<file path="config.mk">
export PLATFORM = sky130hd
export DESIGN_NAME = cmo_front
export DESIGN_NICKNAME = d
export VERILOG_FILES = /design/src/hw/rtl/cmo_pkg.sv /design/src/hw/rtl/cmo_front.sv
export SDC_FILE = /design/constraint.sdc
export NUM_CORES = 1
export LEC_CHECK = 0
export BUFFER_PORTS_ARGS = -buffer_cell sky130_fd_sc_hd__buf_2
export CAP_MARGIN = 0
export CORE_MARGIN = 8
export CORE_UTILIZATION = 30
export DETAILED_ROUTE_END_ITERATION = 8
export PLACE_DENSITY = 0.47
export SLEW_MARGIN = 40
export SYNTH_ARGS = -nofsm -noshare
export SYNTH_HDL_FRONTEND = slang
export SYNTH_SLANG_ARGS = --single-unit
</file>
<file path="constraint.sdc">
create_clock -name vclk -period 22.5
set_clock_uncertainty 0.1 [all_clocks]
set_input_delay 4.5 -clock vclk [all_inputs]
set_output_delay 4.5 -clock vclk [all_outputs]
set_load 0.05 [all_outputs]
</file>
<file path="src/hw/rtl/cmo_pkg.sv">
`default_nettype none

package cmo_pkg;

    localparam int OFFSET_W        = 20;
    localparam int OFFSET_BITS_DEF = 20;
    localparam int QUEUE_DEPTH     = 2;

    localparam int YEAR_W = 14;
    localparam int DAYS_W = 22;
    localparam int YDAY_W = 9;
    localparam int TOT_W  = 35;

    localparam logic [YEAR_W-1:0] MAX_YEAR  = 14'd9999;
    localparam logic [TOT_W-1:0]  LIMIT_MIN = 35'd5259492000;

    // floor(x / 45) for x below 2^28, as (x * DAY_RECIP) >> 34
    localparam logic [28:0] DAY_RECIP  = 29'd381774871;
    // rough year estimate, days * 400 / 146097, as (days * YEAR_RECIP) >> 30
    localparam logic [21:0] YEAR_RECIP = 22'd2939805;
    // floor(x / 60) for x below 1440, as (x * HOUR_RECIP) >> 17
    localparam logic [11:0] HOUR_RECIP = 12'd2185;

    typedef struct packed {
        logic                cmd;
        logic [5:0]          minute_in;
        logic [4:0]          hour_in;
        logic [4:0]          day_in;
        logic [3:0]          month_in;
        logic [YEAR_W-1:0]   year_in;
        logic [OFFSET_W-1:0] offset_minutes;
    } item_t;

    typedef struct packed {
        logic [5:0]        minute_out;
        logic [4:0]        hour_out;
        logic [4:0]        day_out;
        logic [3:0]        month_out;
        logic [YEAR_W-1:0] year_out;
        logic              input_bad;
        logic              year_out_of_range;
    } result_t;

    typedef struct packed {
        logic                bad;
        logic                cmd;
        logic [5:0]          minute;
        logic [4:0]          hour;
        logic [4:0]          day;
        logic [3:0]          month;
        logic [YEAR_W-1:0]   year;
        logic [YDAY_W-1:0]   yday;
        logic [OFFSET_W-1:0] offset;
    } job_t;

    typedef enum logic [3:0] {
        ST_IDLE,
        ST_BASE,
        ST_MUL,
        ST_OFF,
        ST_RANGE,
        ST_DAYS,
        ST_REM,
        ST_YEST,
        ST_DBY,
        ST_YADJ,
        ST_MON
    } back_state_t;

    function automatic logic [7:0] div25(input logic [11:0] x);
        logic [22:0] p;
        p = 23'(x) * 23'd1311;
        return p[22:15];
    endfunction

    function automatic logic is_leap(input logic [YEAR_W-1:0] y);
        logic [11:0] y4;
        logic [11:0] y16;
        logic [7:0]  q100;
        logic [7:0]  q400;
        y4   = y[13:2];
        y16  = {2'b00, y[13:4]};
        q100 = div25(y4);
        q400 = div25(y16);
        return ((y[1:0] == 2'd0) && (y4 != 12'(q100) * 12'd25)) ||
               ((y[3:0] == 4'd0) && (y16 == 12'(q400) * 12'd25));
    endfunction

    function automatic logic [4:0] month_len(input logic [3:0] m, input logic leap);
        logic [4:0] len;
        unique case (m) inside
            4'd1, 4'd3, 4'd5, 4'd7, 4'd8, 4'd10, 4'd12: len = 5'd31;
            4'd4, 4'd6, 4'd9, 4'd11:                    len = 5'd30;
            4'd2:                                       len = leap ? 5'd29 : 5'd28;
            default:                                    len = 5'd0;
        endcase
        return len;
    endfunction

    function automatic logic [YDAY_W-1:0] cum_days(input logic [3:0] m);
        logic [YDAY_W-1:0] c;
        unique case (m)
            4'd1:    c = 9'd0;
            4'd2:    c = 9'd31;
            4'd3:    c = 9'd59;
            4'd4:    c = 9'd90;
            4'd5:    c = 9'd120;
            4'd6:    c = 9'd151;
            4'd7:    c = 9'd181;
            4'd8:    c = 9'd212;
            4'd9:    c = 9'd243;
            4'd10:   c = 9'd273;
            4'd11:   c = 9'd304;
            4'd12:   c = 9'd334;
            default: c = 9'd0;
        endcase
        return c;
    endfunction

    // days from 1/1/0 to 1/1/y, valid for y up to MAX_YEAR
    function automatic logic [DAYS_W-1:0] days_before_year(input logic [YEAR_W-1:0] y);
        logic [14:0] s3;
        logic [14:0] s99;
        logic [14:0] s399;
        logic [22:0] acc;
        s3   = 15'(y) + 15'd3;
        s99  = 15'(y) + 15'd99;
        s399 = 15'(y) + 15'd399;
        acc  = 23'(y) * 23'd365 + 23'(s3[14:2])
             - 23'(div25(s99[13:2]))
             + 23'(div25({1'b0, s399[14:4]}));
        return acc[DAYS_W-1:0];
    endfunction

endpackage

`default_nettype wire

</file>
<file path="src/hw/rtl/cmo_front.sv">
`default_nettype none

module cmo_front
    import cmo_pkg::*;
#(
    parameter int OFFSET_BITS = OFFSET_BITS_DEF
)
(
    input  wire logic  push,
    output logic       full,
    input  wire item_t item,
    output logic       q_push,
    input  wire logic  q_full,
    output job_t       q_data
);

    localparam int EFF_BITS = (OFFSET_BITS < OFFSET_W) ? OFFSET_BITS : OFFSET_W;
    localparam logic [OFFSET_W-1:0] OFF_MASK = OFFSET_W'((64'd1 << EFF_BITS) - 64'd1);

    logic       leap;
    logic [4:0] mlen;

    assign leap   = is_leap(item.year_in);
    assign mlen   = month_len(item.month_in, leap);
    assign full   = q_full;
    assign q_push = push;

    always_comb
    begin
        q_data.bad    = (item.year_in > MAX_YEAR) || (item.month_in == 4'd0) ||
                        (item.month_in > 4'd12) || (item.day_in == 5'd0) ||
                        (item.day_in > mlen) || (item.hour_in > 5'd23) ||
                        (item.minute_in > 6'd59);
        q_data.cmd    = item.cmd;
        q_data.minute = item.minute_in;
        q_data.hour   = item.hour_in;
        q_data.day    = item.day_in;
        q_data.month  = item.month_in;
        q_data.year   = item.year_in;
        q_data.yday   = cum_days(item.month_in)
                      + YDAY_W'(leap && (item.month_in > 4'd2))
                      + YDAY_W'(item.day_in) - 9'd1;
        q_data.offset = item.offset_minutes & OFF_MASK;
    end

endmodule

`default_nettype wire

</file>
**Word level (Yosys, flattened, before mapping)**

Memory sizes are Yosys's and may differ from the RTL's.
Index checks and enable logic that the tools add are counted.

- Flip-flop bits (word level): 0
- Bits in read-only memories: 144
- Output and inout port bits: 67
- Logic and storage cells: 46
- Memories kept: 1

- Add/subtract/negate cells: 3
- Multiply operators: 4
- Magnitude comparators: 6
- Equality and inequality tests: 14
- Muxes and demuxes: 2
- Reductions and logical operators: 16

Memory list:

| memory | depth | width | read ports | clocked after Yosys merged registers in | wr ports | line | source |
|---|---|---|---|---|---|---|---|
| (no name shown) | 16 | 9 | 1 | 0 | 0 | cmo_pkg.sv:102 | `unique case (m)` |

Operator list:

| operator | number |
|---|---|
| $mul A12 B11 Y23 const B | 1 |
| $mul A10 B11 Y21 const B | 1 |
| $eq A4 B4 Y1 const B | 5 |
| $eq A4 B3 Y1 const B | 4 |
| $pmux W5 S3 | 1 |
| $gt A14 B14 Y1 const B | 1 |
| $mul A8 B5 Y12 const B | 1 |
| $ne A12 B12 Y1 | 1 |
| $eq A10 B11 Y1 | 1 |
| $mul A6 B5 Y11 const B | 1 |
| $add A9 B1 Y9 | 1 |
| $add A9 B5 Y9 | 1 |
| $sub A9 B1 Y9 const B | 1 |
| $eq A4 B2 Y1 const B | 2 |
| $logic_not A4 Y1 | 2 |
| $logic_or A1 B1 Y1 | 7 |
| $reduce_or A7 Y1 | 1 |
| $gt A6 B6 Y1 const B | 1 |
| $gt A5 B5 Y1 | 1 |
| $gt A5 B5 Y1 const B | 1 |
| $logic_not A5 Y1 | 1 |
| $eq A4 B1 Y1 const B | 1 |
| $gt A4 B2 Y1 const B | 1 |
| $gt A4 B4 Y1 const B | 1 |
| other kinds (4) | 6 |

**Logic depth before layout (Yosys ltp)**

- Word-level depth: 11
- Gate-level depth with buffers: 47
- Mapped depth without buffers: 47

**Worst setup path before layout**

Ideal clock, no wire load.

- Path kind: input to output
- From: input item[31] (netlist bit)
- To: output q_data[28] (netlist bit)
- Data arrival time: 13.889 ns
- Setup slack: 4.011 ns
- Stages: 41
- Buffers on the path: 0
- Path through: fa_1 > fa_1 > inv_1 > fa_1 > fa_1 > inv_1 > fa_1 > ha_1 > and3_2 > a221oi_2 > o211a_4 > o31ai_1 > a21o_1 > a21o_1 > a21oi_1 > xnor2_1 > ha_1 > ha_1 > [5 not listed] > o211ai_1 > a2111oi_0 > o2111ai_1 > nand3_1 > o211ai_1 > ha_1 > inv_1 > ha_1 > inv_1 > fa_1 > nor2b_1 > o21ai_0 > a21boi_0 > o21a_1 > o21ai_0 > nand2b_1 > a21oi_1 > xor2_1

RTL lines:

| element | line | source |
|---|---|---|
| start, declared | cmo_front.sv:11 | `input wire item_t item,` |
| end, declared | cmo_front.sv:14 | `output job_t q_data` |

==> flow_summary_export.csv <==
group,metric,value,unit
status,status,"finished, final reports clean",
place,dp_hpwl,13.8,mm
timing,maxSlewViolCount,0,
grt,grt_pass1_vias,5388,
setup_path,critical_path.slowest_cell,"fa_1",
setup_path,cp_max_fo,13,
drt,drtIter0Drc,205,
timing,final_hold_viol_count,0,
finish,seq_cell_count,0,
yosys,syn-cell-area,0.00698,mm^2
yosys,synth_top_area_share,38.4,%
drt,drc,0,
place,gpl.final_weighted_congestion,0.777,
clock_tree,post_cts_buffers,0,
floorplanning,dieWidth,169,um
finish,fin_nets,1139,
grt,overflow,0,
timing,period_share,87.0,%
yosys,syn_area_per_cell,8.85,um^2
place,port_buffers,68,
yosys,yosysWarnings,0,
floorplanning,core_area,0.0231,mm^2
floorplanning,initial_core_util,30.2,%
timing,min_period,19.57,ns
grt,grt_usage,11.0,%
drt,drt-wirelength-per-cell,14.0,um
grt,grt_pass1_wl,26.4,mm
clock_tree,hold_buffers,0,
yosys,syn_inst,789,
floorplanning,die_h,169,um
timing,rsz0062_at_grt,"no",
setup_path,required,17.90,ns
hold_path,hp-class,"input port to output pin",
setup_path,critical_path.max_stage_delay,0.56,ns
setup_path,cp.arrival,14.97,ns
setup_path,crit_type,"input port to output pin",
hold_path,min_from,"item[0]",
setup_path,start_kind,"input port",
finish,area.sequential,0,um^2
hold_path,holdPathStages,0,
timing,holdWs,8.90,ns
yosys,synthDistinctLibCells,58,
hold_path,hold_end,"q_data[0]",
timing,timing.fmax,51.1,MHz
timing,slew_headroom,66.2,%
grt,grt_max_degree,16,
finish,stdcell_count,1088,
clock_tree,post_cts_resized,0,
finish,fin_area,0.00725,mm^2
finish,nClkBuffers,0,
drt,num_vias,5022,
grt,antenna_found_initial,0,
timing,worst_pin_slew,0.503,ns
drt,first_pass_iters,4,
floorplanning,rows,56,
finish,synthToLayoutAreaGrowth,3.84,%
drt,antenna_left,0,
yosys,synth_top_cell_by_area,"ha_1",
setup_path,crit_start,"item[31]",
setup_path,crit_top_cell,"ha_1",
setup_path,cp-end-kind,"output pin",
floorplanning,ioPinCount,124,
timing,setup_violations,0,
flow_run,cap_viol_max_count,0,
place,place_area,0.00725,mm^2
yosys,synth.top_cells.by_area,"ha_1, fa_1, inv_1",
timing,setup_tns,0,ns
finish,layout-drive-gt1-share,9.90,%
drt,viasPerCell,4.62,
finish,antennaDiodeCount,0,
finish,fill_cells,2478,
drt,routed_wl,15.3,mm
floorplanning,dieArea,0.0284,mm^2
yosys,syn_nets,1128,
yosys,yosysSeqAreaShare,0,%
place,dp.cells,1088,
## layer usage
layer	up-vias	GRT usage, %	wire [um]
met3	6	0.536	330
met5	-	0	0
met2	58	19.9	7370
met4	0	0.272	26
li1	2562	-	-
met1	2396	15.1	7540
## cells in the mapped netlist, drive strengths merged, types with 7 or more instances
library cell	number
o21a	9
ha	214
xnor2	33
nand2	14
xor2	16
nand4	7
nor3	9
nand3	10
a21oi	25
fa	68
nor2	31
o21ai	24
buf	57
and3	7
inv	183
## stage by stage
stage	util, %	worst slack [ns]
floorplan	-	4.01
global placement	31.3	2.86
detailed placement	31.3	2.79
CTS	31.3	2.77
global route	31.3	2.10
finish	31.3	2.93
## critical path: cells and delay by family
| kind | cells | cell delay [ns] |
|---|---|---|
| buffers and inverters | 6 | 0.80 |
| adder cells (fa/ha/maj) | 13 | 4.99 |
| AO/OA/AOI/OAI | 16 | 3.34 |
| AND/OR/NAND/NOR | 6 | 0.78 |
| XOR/XNOR | 2 | 0.52 |
## kinds of logic (layout without fill, tap and decap cells)
kind of cell | count (synthesis) | in the layout | share of synthesized area, %
buffers and inverters | 242 | 251 | 16.1
and+or+nand+nor | 107 | 107 | 8.00
AOI/OAI and AO/OA | 101 | 101 | 9.86
xor gates and xnor gates | 53 | 53 | 7.44
adders and majority gates | 282 | 282 | 57.9
muxes | 4 | 4 | 0.753
## layout by cell type (no fill, tap or decap), types with 3 or more instances in the layout
cell / synthesis / layout
a211oi_1: 4 / 4
inv_1: 183 / 183
a21oi_1: 24 / 24
nor3_1: 9 / 9
nand2_1: 14 / 14
nor2_1: 31 / 31
and3_1: 6 / 6
nand2b_1: 5 / 5
o21a_1: 9 / 9
a21o_1: 6 / 6
and2_1: 3 / 3
or3_1: 3 / 3
o2bb2ai_1: 3 / 3
nand4_1: 7 / 7
nor3b_1: 3 / 3
nor2b_1: 5 / 5
xnor3_1: 4 / 4
o21bai_1: 3 / 3
buf_2: 0 / 68
ha_1: 214 / 214
fa_1: 68 / 68
o21ai_0: 23 / 23
o211ai_1: 4 / 4
nand3_1: 9 / 9
xor2_1: 16 / 16
mux2i_1: 3 / 3
xnor2_1: 33 / 33
## cell type report
cell class,count,area [um^2],share of cell area (%)
Multi-Input combinational cell,547,5860,80.8
Timing Repair Buffer,68,340,4.70
Tap cell,290,363,5.01
Inverter,183,687,9.48
## worst max-delay path by stage
stage          slack [ns]  cells after the start          to
2_1_floorplan        4.01                     41  q_data[28]
3_3_place_gp         2.86                     43  q_data[28]
3_5_place_dp         2.79                     43  q_data[28]
4_1_cts              2.77                     43  q_data[28]
5_1_grt              2.10                     43  q_data[28]
6_report             2.93                     43  q_data[28]
Power is left out: the tool's default activity adds up to more than one toggle a clock period on the data nets, which glitch-free logic cannot reach.
