$ cat src/hw/rtl/cmo_pkg.sv
`default_nettype none

package cmo_pkg;

    localparam int OFFSET_W        = 20;
    localparam int OFFSET_BITS_DEF = 20;
    localparam int QUEUE_DEPTH     = 2;

    localparam int YEAR_W = 14;
    localparam int DAYS_W = 22;
    localparam int YDAY_W = 9;
    localparam int TOT_W  = 35;

    localparam logic [YEAR_W-1:0] MAX_YEAR  = 14'd9999;
    localparam logic [TOT_W-1:0]  LIMIT_MIN = 35'd5259492000;

    // floor(x / 45) for x below 2^28, as (x * DAY_RECIP) >> 34
    localparam logic [28:0] DAY_RECIP  = 29'd381774871;
    // rough year estimate, days * 400 / 146097, as (days * YEAR_RECIP) >> 30
    localparam logic [21:0] YEAR_RECIP = 22'd2939805;
    // floor(x / 60) for x below 1440, as (x * HOUR_RECIP) >> 17
    localparam logic [11:0] HOUR_RECIP = 12'd2185;

    typedef struct packed {
        logic                cmd;
        logic [5:0]          minute_in;
        logic [4:0]          hour_in;
        logic [4:0]          day_in;
        logic [3:0]          month_in;
        logic [YEAR_W-1:0]   year_in;
        logic [OFFSET_W-1:0] offset_minutes;
    } item_t;

    typedef struct packed {
        logic [5:0]        minute_out;
        logic [4:0]        hour_out;
        logic [4:0]        day_out;
        logic [3:0]        month_out;
        logic [YEAR_W-1:0] year_out;
        logic              input_bad;
        logic              year_out_of_range;
    } result_t;

    typedef struct packed {
        logic                bad;
        logic                cmd;
        logic [5:0]          minute;
        logic [4:0]          hour;
        logic [4:0]          day;
        logic [3:0]          month;
        logic [YEAR_W-1:0]   year;
        logic [YDAY_W-1:0]   yday;
        logic [OFFSET_W-1:0] offset;
    } job_t;

    typedef enum logic [3:0] {
        ST_IDLE,
        ST_BASE,
        ST_MUL,
        ST_OFF,
        ST_RANGE,
        ST_DAYS,
        ST_REM,
        ST_YEST,
        ST_DBY,
        ST_YADJ,
        ST_MON
    } back_state_t;

    function automatic logic [7:0] div25(input logic [11:0] x);
        logic [22:0] p;
        p = 23'(x) * 23'd1311;
        return p[22:15];
    endfunction

    function automatic logic is_leap(input logic [YEAR_W-1:0] y);
        logic [11:0] y4;
        logic [11:0] y16;
        logic [7:0]  q100;
        logic [7:0]  q400;
        y4   = y[13:2];
        y16  = {2'b00, y[13:4]};
        q100 = div25(y4);
        q400 = div25(y16);
        return ((y[1:0] == 2'd0) && (y4 != 12'(q100) * 12'd25)) ||
               ((y[3:0] == 4'd0) && (y16 == 12'(q400) * 12'd25));
    endfunction

    function automatic logic [4:0] month_len(input logic [3:0] m, input logic leap);
        logic [4:0] len;
        unique case (m) inside
            4'd1, 4'd3, 4'd5, 4'd7, 4'd8, 4'd10, 4'd12: len = 5'd31;
            4'd4, 4'd6, 4'd9, 4'd11:                    len = 5'd30;
            4'd2:                                       len = leap ? 5'd29 : 5'd28;
            default:                                    len = 5'd0;
        endcase
        return len;
    endfunction

    function automatic logic [YDAY_W-1:0] cum_days(input logic [3:0] m);
        logic [YDAY_W-1:0] c;
        unique case (m)
            4'd1:    c = 9'd0;
            4'd2:    c = 9'd31;
            4'd3:    c = 9'd59;
            4'd4:    c = 9'd90;
            4'd5:    c = 9'd120;
            4'd6:    c = 9'd151;
            4'd7:    c = 9'd181;
            4'd8:    c = 9'd212;
            4'd9:    c = 9'd243;
            4'd10:   c = 9'd273;
            4'd11:   c = 9'd304;
            4'd12:   c = 9'd334;
            default: c = 9'd0;
        endcase
        return c;
    endfunction

    // days from 1/1/0 to 1/1/y, valid for y up to MAX_YEAR
    function automatic logic [DAYS_W-1:0] days_before_year(input logic [YEAR_W-1:0] y);
        logic [14:0] s3;
        logic [14:0] s99;
        logic [14:0] s399;
        logic [22:0] acc;
        s3   = 15'(y) + 15'd3;
        s99  = 15'(y) + 15'd99;
        s399 = 15'(y) + 15'd399;
        acc  = 23'(y) * 23'd365 + 23'(s3[14:2])
             - 23'(div25(s99[13:2]))
             + 23'(div25({1'b0, s399[14:4]}));
        return acc[DAYS_W-1:0];
    endfunction

endpackage

`default_nettype wire

$ cat src/hw/rtl/cmo_queue.sv
`default_nettype none

module cmo_queue
    import cmo_pkg::*;
(
    input  wire logic clk,
    input  wire logic rst_n,
    input  wire logic wr,
    output logic      full,
    input  wire job_t wdata,
    input  wire logic rd,
    output logic      empty,
    output job_t      rdata
);

    localparam int PTR_W = (QUEUE_DEPTH > 1) ? $clog2(QUEUE_DEPTH) : 1;
    localparam int CNT_W = $clog2(QUEUE_DEPTH + 1);
    localparam logic [PTR_W-1:0] LAST = PTR_W'(QUEUE_DEPTH - 1);

    job_t             mem [QUEUE_DEPTH];
    logic [PTR_W-1:0] wr_ptr_reg;
    logic [PTR_W-1:0] wr_ptr_next;
    logic [PTR_W-1:0] rd_ptr_reg;
    logic [PTR_W-1:0] rd_ptr_next;
    logic [CNT_W-1:0] count_reg;
    logic [CNT_W-1:0] count_next;
    logic             do_wr;
    logic             do_rd;

    assign full  = (count_reg == CNT_W'(QUEUE_DEPTH));
    assign empty = (count_reg == '0);
    assign do_wr = wr && !full;
    assign do_rd = rd && !empty;
    assign rdata = mem[rd_ptr_reg];

    always_comb
    begin
        wr_ptr_next = wr_ptr_reg;
        rd_ptr_next = rd_ptr_reg;
        count_next  = count_reg;
        if (do_wr)
        begin
            wr_ptr_next = (wr_ptr_reg == LAST) ? '0 : wr_ptr_reg + 1'b1;
        end
        if (do_rd)
        begin
            rd_ptr_next = (rd_ptr_reg == LAST) ? '0 : rd_ptr_reg + 1'b1;
        end
        if (do_wr && !do_rd)
        begin
            count_next = count_reg + 1'b1;
        end
        else if (do_rd && !do_wr)
        begin
            count_next = count_reg - 1'b1;
        end
    end

    always_ff @(posedge clk or negedge rst_n)
    begin
        if (!rst_n)
        begin
            wr_ptr_reg <= '0;
            rd_ptr_reg <= '0;
            count_reg  <= '0;
        end
        else
        begin
            wr_ptr_reg <= wr_ptr_next;
            rd_ptr_reg <= rd_ptr_next;
            count_reg  <= count_next;
        end
    end

    always_ff @(posedge clk)
    begin
        if (do_wr)
        begin
            mem[wr_ptr_reg] <= wdata;
        end
    end

endmodule

`default_nettype wire

$ cat config.mk
export PLATFORM = sky130hd
export DESIGN_NAME = cmo_queue
export DESIGN_NICKNAME = d
export VERILOG_FILES = /design/src/hw/rtl/cmo_pkg.sv /design/src/hw/rtl/cmo_queue.sv
export SDC_FILE = /design/constraint.sdc
export NUM_CORES = 1
export LEC_CHECK = 0
export CORE_ASPECT_RATIO = 0.9
export CORE_MARGIN = 2
export CORE_UTILIZATION = 57
export CTS_CLUSTER_SIZE = 14
export DETAILED_ROUTE_END_ITERATION = 16
export DONT_BUFFER_PORTS = 1
export HOLD_SLACK_MARGIN = 0.05
export PLACE_DENSITY = 0.72
export SETUP_SLACK_MARGIN = 0.3
export SLEW_MARGIN = 20
export SYNTH_ARGS = -nofsm -noshare
export SYNTH_HDL_FRONTEND = slang
export SYNTH_SLANG_ARGS = --single-unit
$ cat constraint.sdc
create_clock -name clk -period 5.73 [get_ports clk]
set_input_delay 0.573 -clock clk [delete_from_list [all_inputs] [get_ports clk]]
set_output_delay 0.573 -clock clk [all_outputs]
set_load 0.005 [all_outputs]
; After elaboration in Yosys (flattened, before gate mapping)
; Memory sizes are Yosys's and may differ from the RTL's.
; Index checks and enable logic that the tools add are counted.
; Widths: inputs -> output; s select.
[totals]
ff_bits = 4
latch_bits = 0
mem_bits_rw = 130
rom_bits = 0
in_bits = 69
output_inout_bits = 67
mem_count = 1
[classes]
add_sub_neg = 4
n_mul = 0
div_mod_pow = 0
n_lt_le_gt_ge = 0
eq_ne = 1
n_shift = 0
muxes = 6
bitwise = 0
n_reduce_logical = 10
[memory_table]
columns = memory, depth, width, read_ports, rd_ports_with_merged_regs, wr, line_no
row1 = mem, 2, 65, 1, 0, 1, cmo_queue.sv:20  ; job_t mem [QUEUE_DEPTH];
[ops]
columns = operator, n
row1 = $logic_and 1x1->1, 4
row2 = $logic_not 1->1, 4
row3 = $mux 1, 4
row4 = $mux 2, 2
row5 = $add 1x1->1 const B, 2
row6 = $add 2x1->2 const B, 1
row7 = $eq 2x2->1 const B, 1
row8 = $logic_not 2->1, 1
row9 = $reduce_bool 2->1, 1
row10 = $sub 2x1->2 const B, 1

; Logic depth before layout (Yosys ltp)
[depth]
depth_word = 7
ltp_mapped = 7
ltp_nobuf = 7

; Least setup slack after synthesis
; OpenSTA, ideal clock, no wires.
[synth_path]
path_kind = input port to flip-flop
startpoint = input port wr
endpoint = memory mem[0][0] (netlist bit) (enable)
setup_ns = 0.488
arrival_time_ns = 3.379
t_required_ns = 5.242
slack_ns = 1.863
path_stages = 2
path_buffers = 0
path_cell_list = nand2_1 nor2_1
[synth_via]
elab_chain_len = 3
[synth_rtl]
columns = element, line_no
row1 = from (decl), cmo_queue.sv:8  ; input wire logic wr,
row2 = $logic_and 1x1->1, cmo_queue.sv:32  ; assign do_wr = wr && !full;
row3 = $mux 1, cmo_queue.sv:77  ; if (do_wr)
row4 = $mux 1 (implied by the code), cmo_queue.sv:79  ; mem[wr_ptr_reg] <= wdata;
row5 = to (decl), cmo_queue.sv:20
; Every way passes these cells.

==> results.sh <==
export IMPL_cts_root_buf="clkbuf_8"
export IMPL_critical_path_required_ns=5.16
export IMPL_cts_made_buffers=17
export IMPL_whs_ns=0.1711
export IMPL_cap_violations=0
export IMPL_ys_seq_elements=134
export IMPL_gp_congestion=0.7190
export IMPL_rows=32
export IMPL_grt_max_degree=67
export IMPL_slowest_stage="dfrtp_4"
export IMPL_cts_setup_buffers=0
export IMPL_yosys_top_cells_area="edfxtp_1 (77%), mux2_4 (12%), mux2_2 (5.6%), dfrtp_1 (2.0%), buf_6 (1.1%)"
export IMPL_critPathMaxStageDelay_ns=1.16
export IMPL_cp_start_kind="register"
export IMPL_num_fill_cells=577
export IMPL_fmax_mhz=368.7
export IMPL_hold_class="in2reg"
export IMPL_clk_pin_slew_worst_paths_ns=0.06
export IMPL_skew_ns=0.004190
export IMPL_fin_crit_sh_pct=47.34
export IMPL_grt_util_all_layers_pct=15.93
export IMPL_io_pins=136
export IMPL_dp_cells=335
export IMPL_drc=0
export IMPL_numPortBuffers=0
export IMPL_start_util_pct=58.65
export IMPL_synth_top_cell_area_share_pct=77.32
export IMPL_antenna_cells=0
export IMPL_wl_per_cell_um=20.46
export IMPL_syn_num_nets=291
export IMPL_drtAntennaViolNets=0
export IMPL_final_core_util_pct=66.38
export IMPL_synth_seq_area_share_pct=79.31
export IMPL_synthToLayoutAreaGrowth_pct=13.18
export IMPL_leakagePower_nw=2.000
export IMPL_overflow=0
export IMPL_yosys_cell_types_count=15
export IMPL_cp_top_family="flip-flops"
export IMPL_cp_num_buf_inv=0
export IMPL_period_minus_slack_ns=2.713
export IMPL_tightest_slew_ns=1.098
export IMPL_cp_cell_sequence="mux2_2"
export IMPL_via_per_inst=5.546
export IMPL_core_mm2=0.008608
export IMPL_rsz0062_at_grt="false"
export IMPL_yosysTopAreaCell="edfxtp_1"
export IMPL_arrival_ns=2.14
export IMPL_place_hpwl_um=4652
export IMPL_drive_above_1_share_pct=39.76
export IMPL_grt_pass1_vias=2172
export IMPL_relSlewSlack_pct=26.80
export IMPL_fin_cells=368
export IMPL_placed_area_mm2=0.005159
export IMPL_tns_ns=0
export IMPL_slew_viol_final=0
export IMPL_die_x_um=103.2
export IMPL_stdcell_area_mm2=0.005714
export IMPL_synthCells=221
export IMPL_drt_iter0_drc=78
export IMPL_vias=2041
export IMPL_ir_drop_mv=0.3982
export IMPL_drt_total_wl_um=7530
export IMPL_worstPathMaxFanout=66
export IMPL_die_area_mm2=0.009627
export IMPL_cts_max_level=4
export IMPL_finalSetupViolCount=0
export IMPL_fin_nets=306
export IMPL_cts_buffer_depth=2
export IMPL_largest_reg_flops=130
export IMPL_ys_warnings_count=0
export IMPL_cts_tree="yes"
export IMPL_first_pass_iters=4
export IMPL_powerDensity_mw_per_mm2=541.4
export IMPL_hold_violations=0
export IMPL_antenna_found_initial=0
export IMPL_cp_end_kind="output port"
export IMPL_grt_pass1_wl_um=10820
export IMPL_ctsResizeCount=0
export IMPL_syn_cell_area_mm2=0.005049
export IMPL_outcome="complete, no violations"
export IMPL_cts_sinks=134
export IMPL_clk_insertion_delay_late_ns=0.49
export IMPL_die_h_um=93.29
export IMPL_critPathKind="reg2out"
export IMPL_synth_area_per_cell_um2=22.84
-- path summary, 6_finish.rpt --
kind	start	endpoint	slack [ns]	depth (start not counted)
worst max-delay path	rd_ptr_reg	rdata[42]	3.02	1
worst min-delay path	wdata[61]	mem[0][61]	0.17	0
worst max register to register	count_reg[0]	mem[0][21]	3.27	4
worst min register to register	wr_ptr_reg	wr_ptr_reg	0.57	1
max in group asynchronous	rst_n	rd_ptr_reg	5.17	1
min in group asynchronous	rst_n	count_reg[0]	0.36	1
-- logic make-up (layout without fill, tap and decap cells) --
group	after synthesis	in the layout	synth area share [%]
DFF	134	134	79.31
and+or+nand+nor	6	6	0.5453
buffers and inverters	9	37	1.462
AOI/OAI and AO/OA	1	1	0.09904
xor gates and xnor gates	5	5	0.8676
adders and majority gates	1	1	0.2478
muxes	65	65	17.47
-- repair_timing --
action,CTS,global route
hold buffers,1,0
hold endpoints to repair,4,0
endpoints found under the setup margin,0,0
-- layer usage --
| metal | vias to the layer above | track usage, % | part of all wire (%) |
|---|---|---|---|
| li1 | 901 | - | - |
| met1 | 1029 | 16.17 | 36 |
| met2 | 103 | 25.70 | 50 |
| met3 | 8 | 10.46 | 13 |
| met4 | 0 | 6.579 | 0.93 |
| met5 | - | 0 | 0 |
-- where the power goes --
part,total [W],switching (W),internal (W),leakage (nW)
registers,0.00152,0.000172,0.00134,1.25
clock network,0.000968,0.000390,0.000578,0.250
logic,0.000610,0.000268,0.000342,0.497
total,0.00309,0.000830,0.00226,2.00
-- per-stage QoR --
step           total power (W)  worst slack, ns
2_1_floorplan         0.002047            1.863
3_3_place_gp          0.002138            3.295
3_5_place_dp          0.002157            3.240
4_1_cts               0.003132            2.970
5_1_grt               0.003230            2.905
6_report              0.003094            3.017
-- synthesized netlist by cell type, drive strengths merged --
cell type  instances
edfxtp           130
mux2              65
buf                7
dfrtp              4
nor2               3
xnor2              3
inv                2
xor2               2
and3               1
ha                 1
nand2              1
nand2b             1
o21ai              1
-- final cells by class --
cell class | count | area, um^2 | area share (%)
flip-flops and latches | 134 | 4008 | 70.13
multi-input cells | 78 | 979.7 | 17.14
clock buffers | 18 | 417.9 | 7.313
well taps | 119 | 148.9 | 2.606
clock inverters | 14 | 127.6 | 2.233
repair buffers | 3 | 25.02 | 0.4379
inverters | 2 | 7.507 | 0.1314
-- cell usage in the layout (no fill, tap or decap), types with 2 or more instances in the layout --
cell and instances:
edfxtp_1 130, mux2_4 40, mux2_2 25, clkbuf_16 16
clkinvlp_4 5, inv_6 4, xnor2_1 3, dfrtp_1 3
inv_1 2, nor2_1 2, xor2_1 2, clkinv_4 2
clkinv_1 2, buf_4 2
No activity file was read; power rests on OpenSTA's default activity.
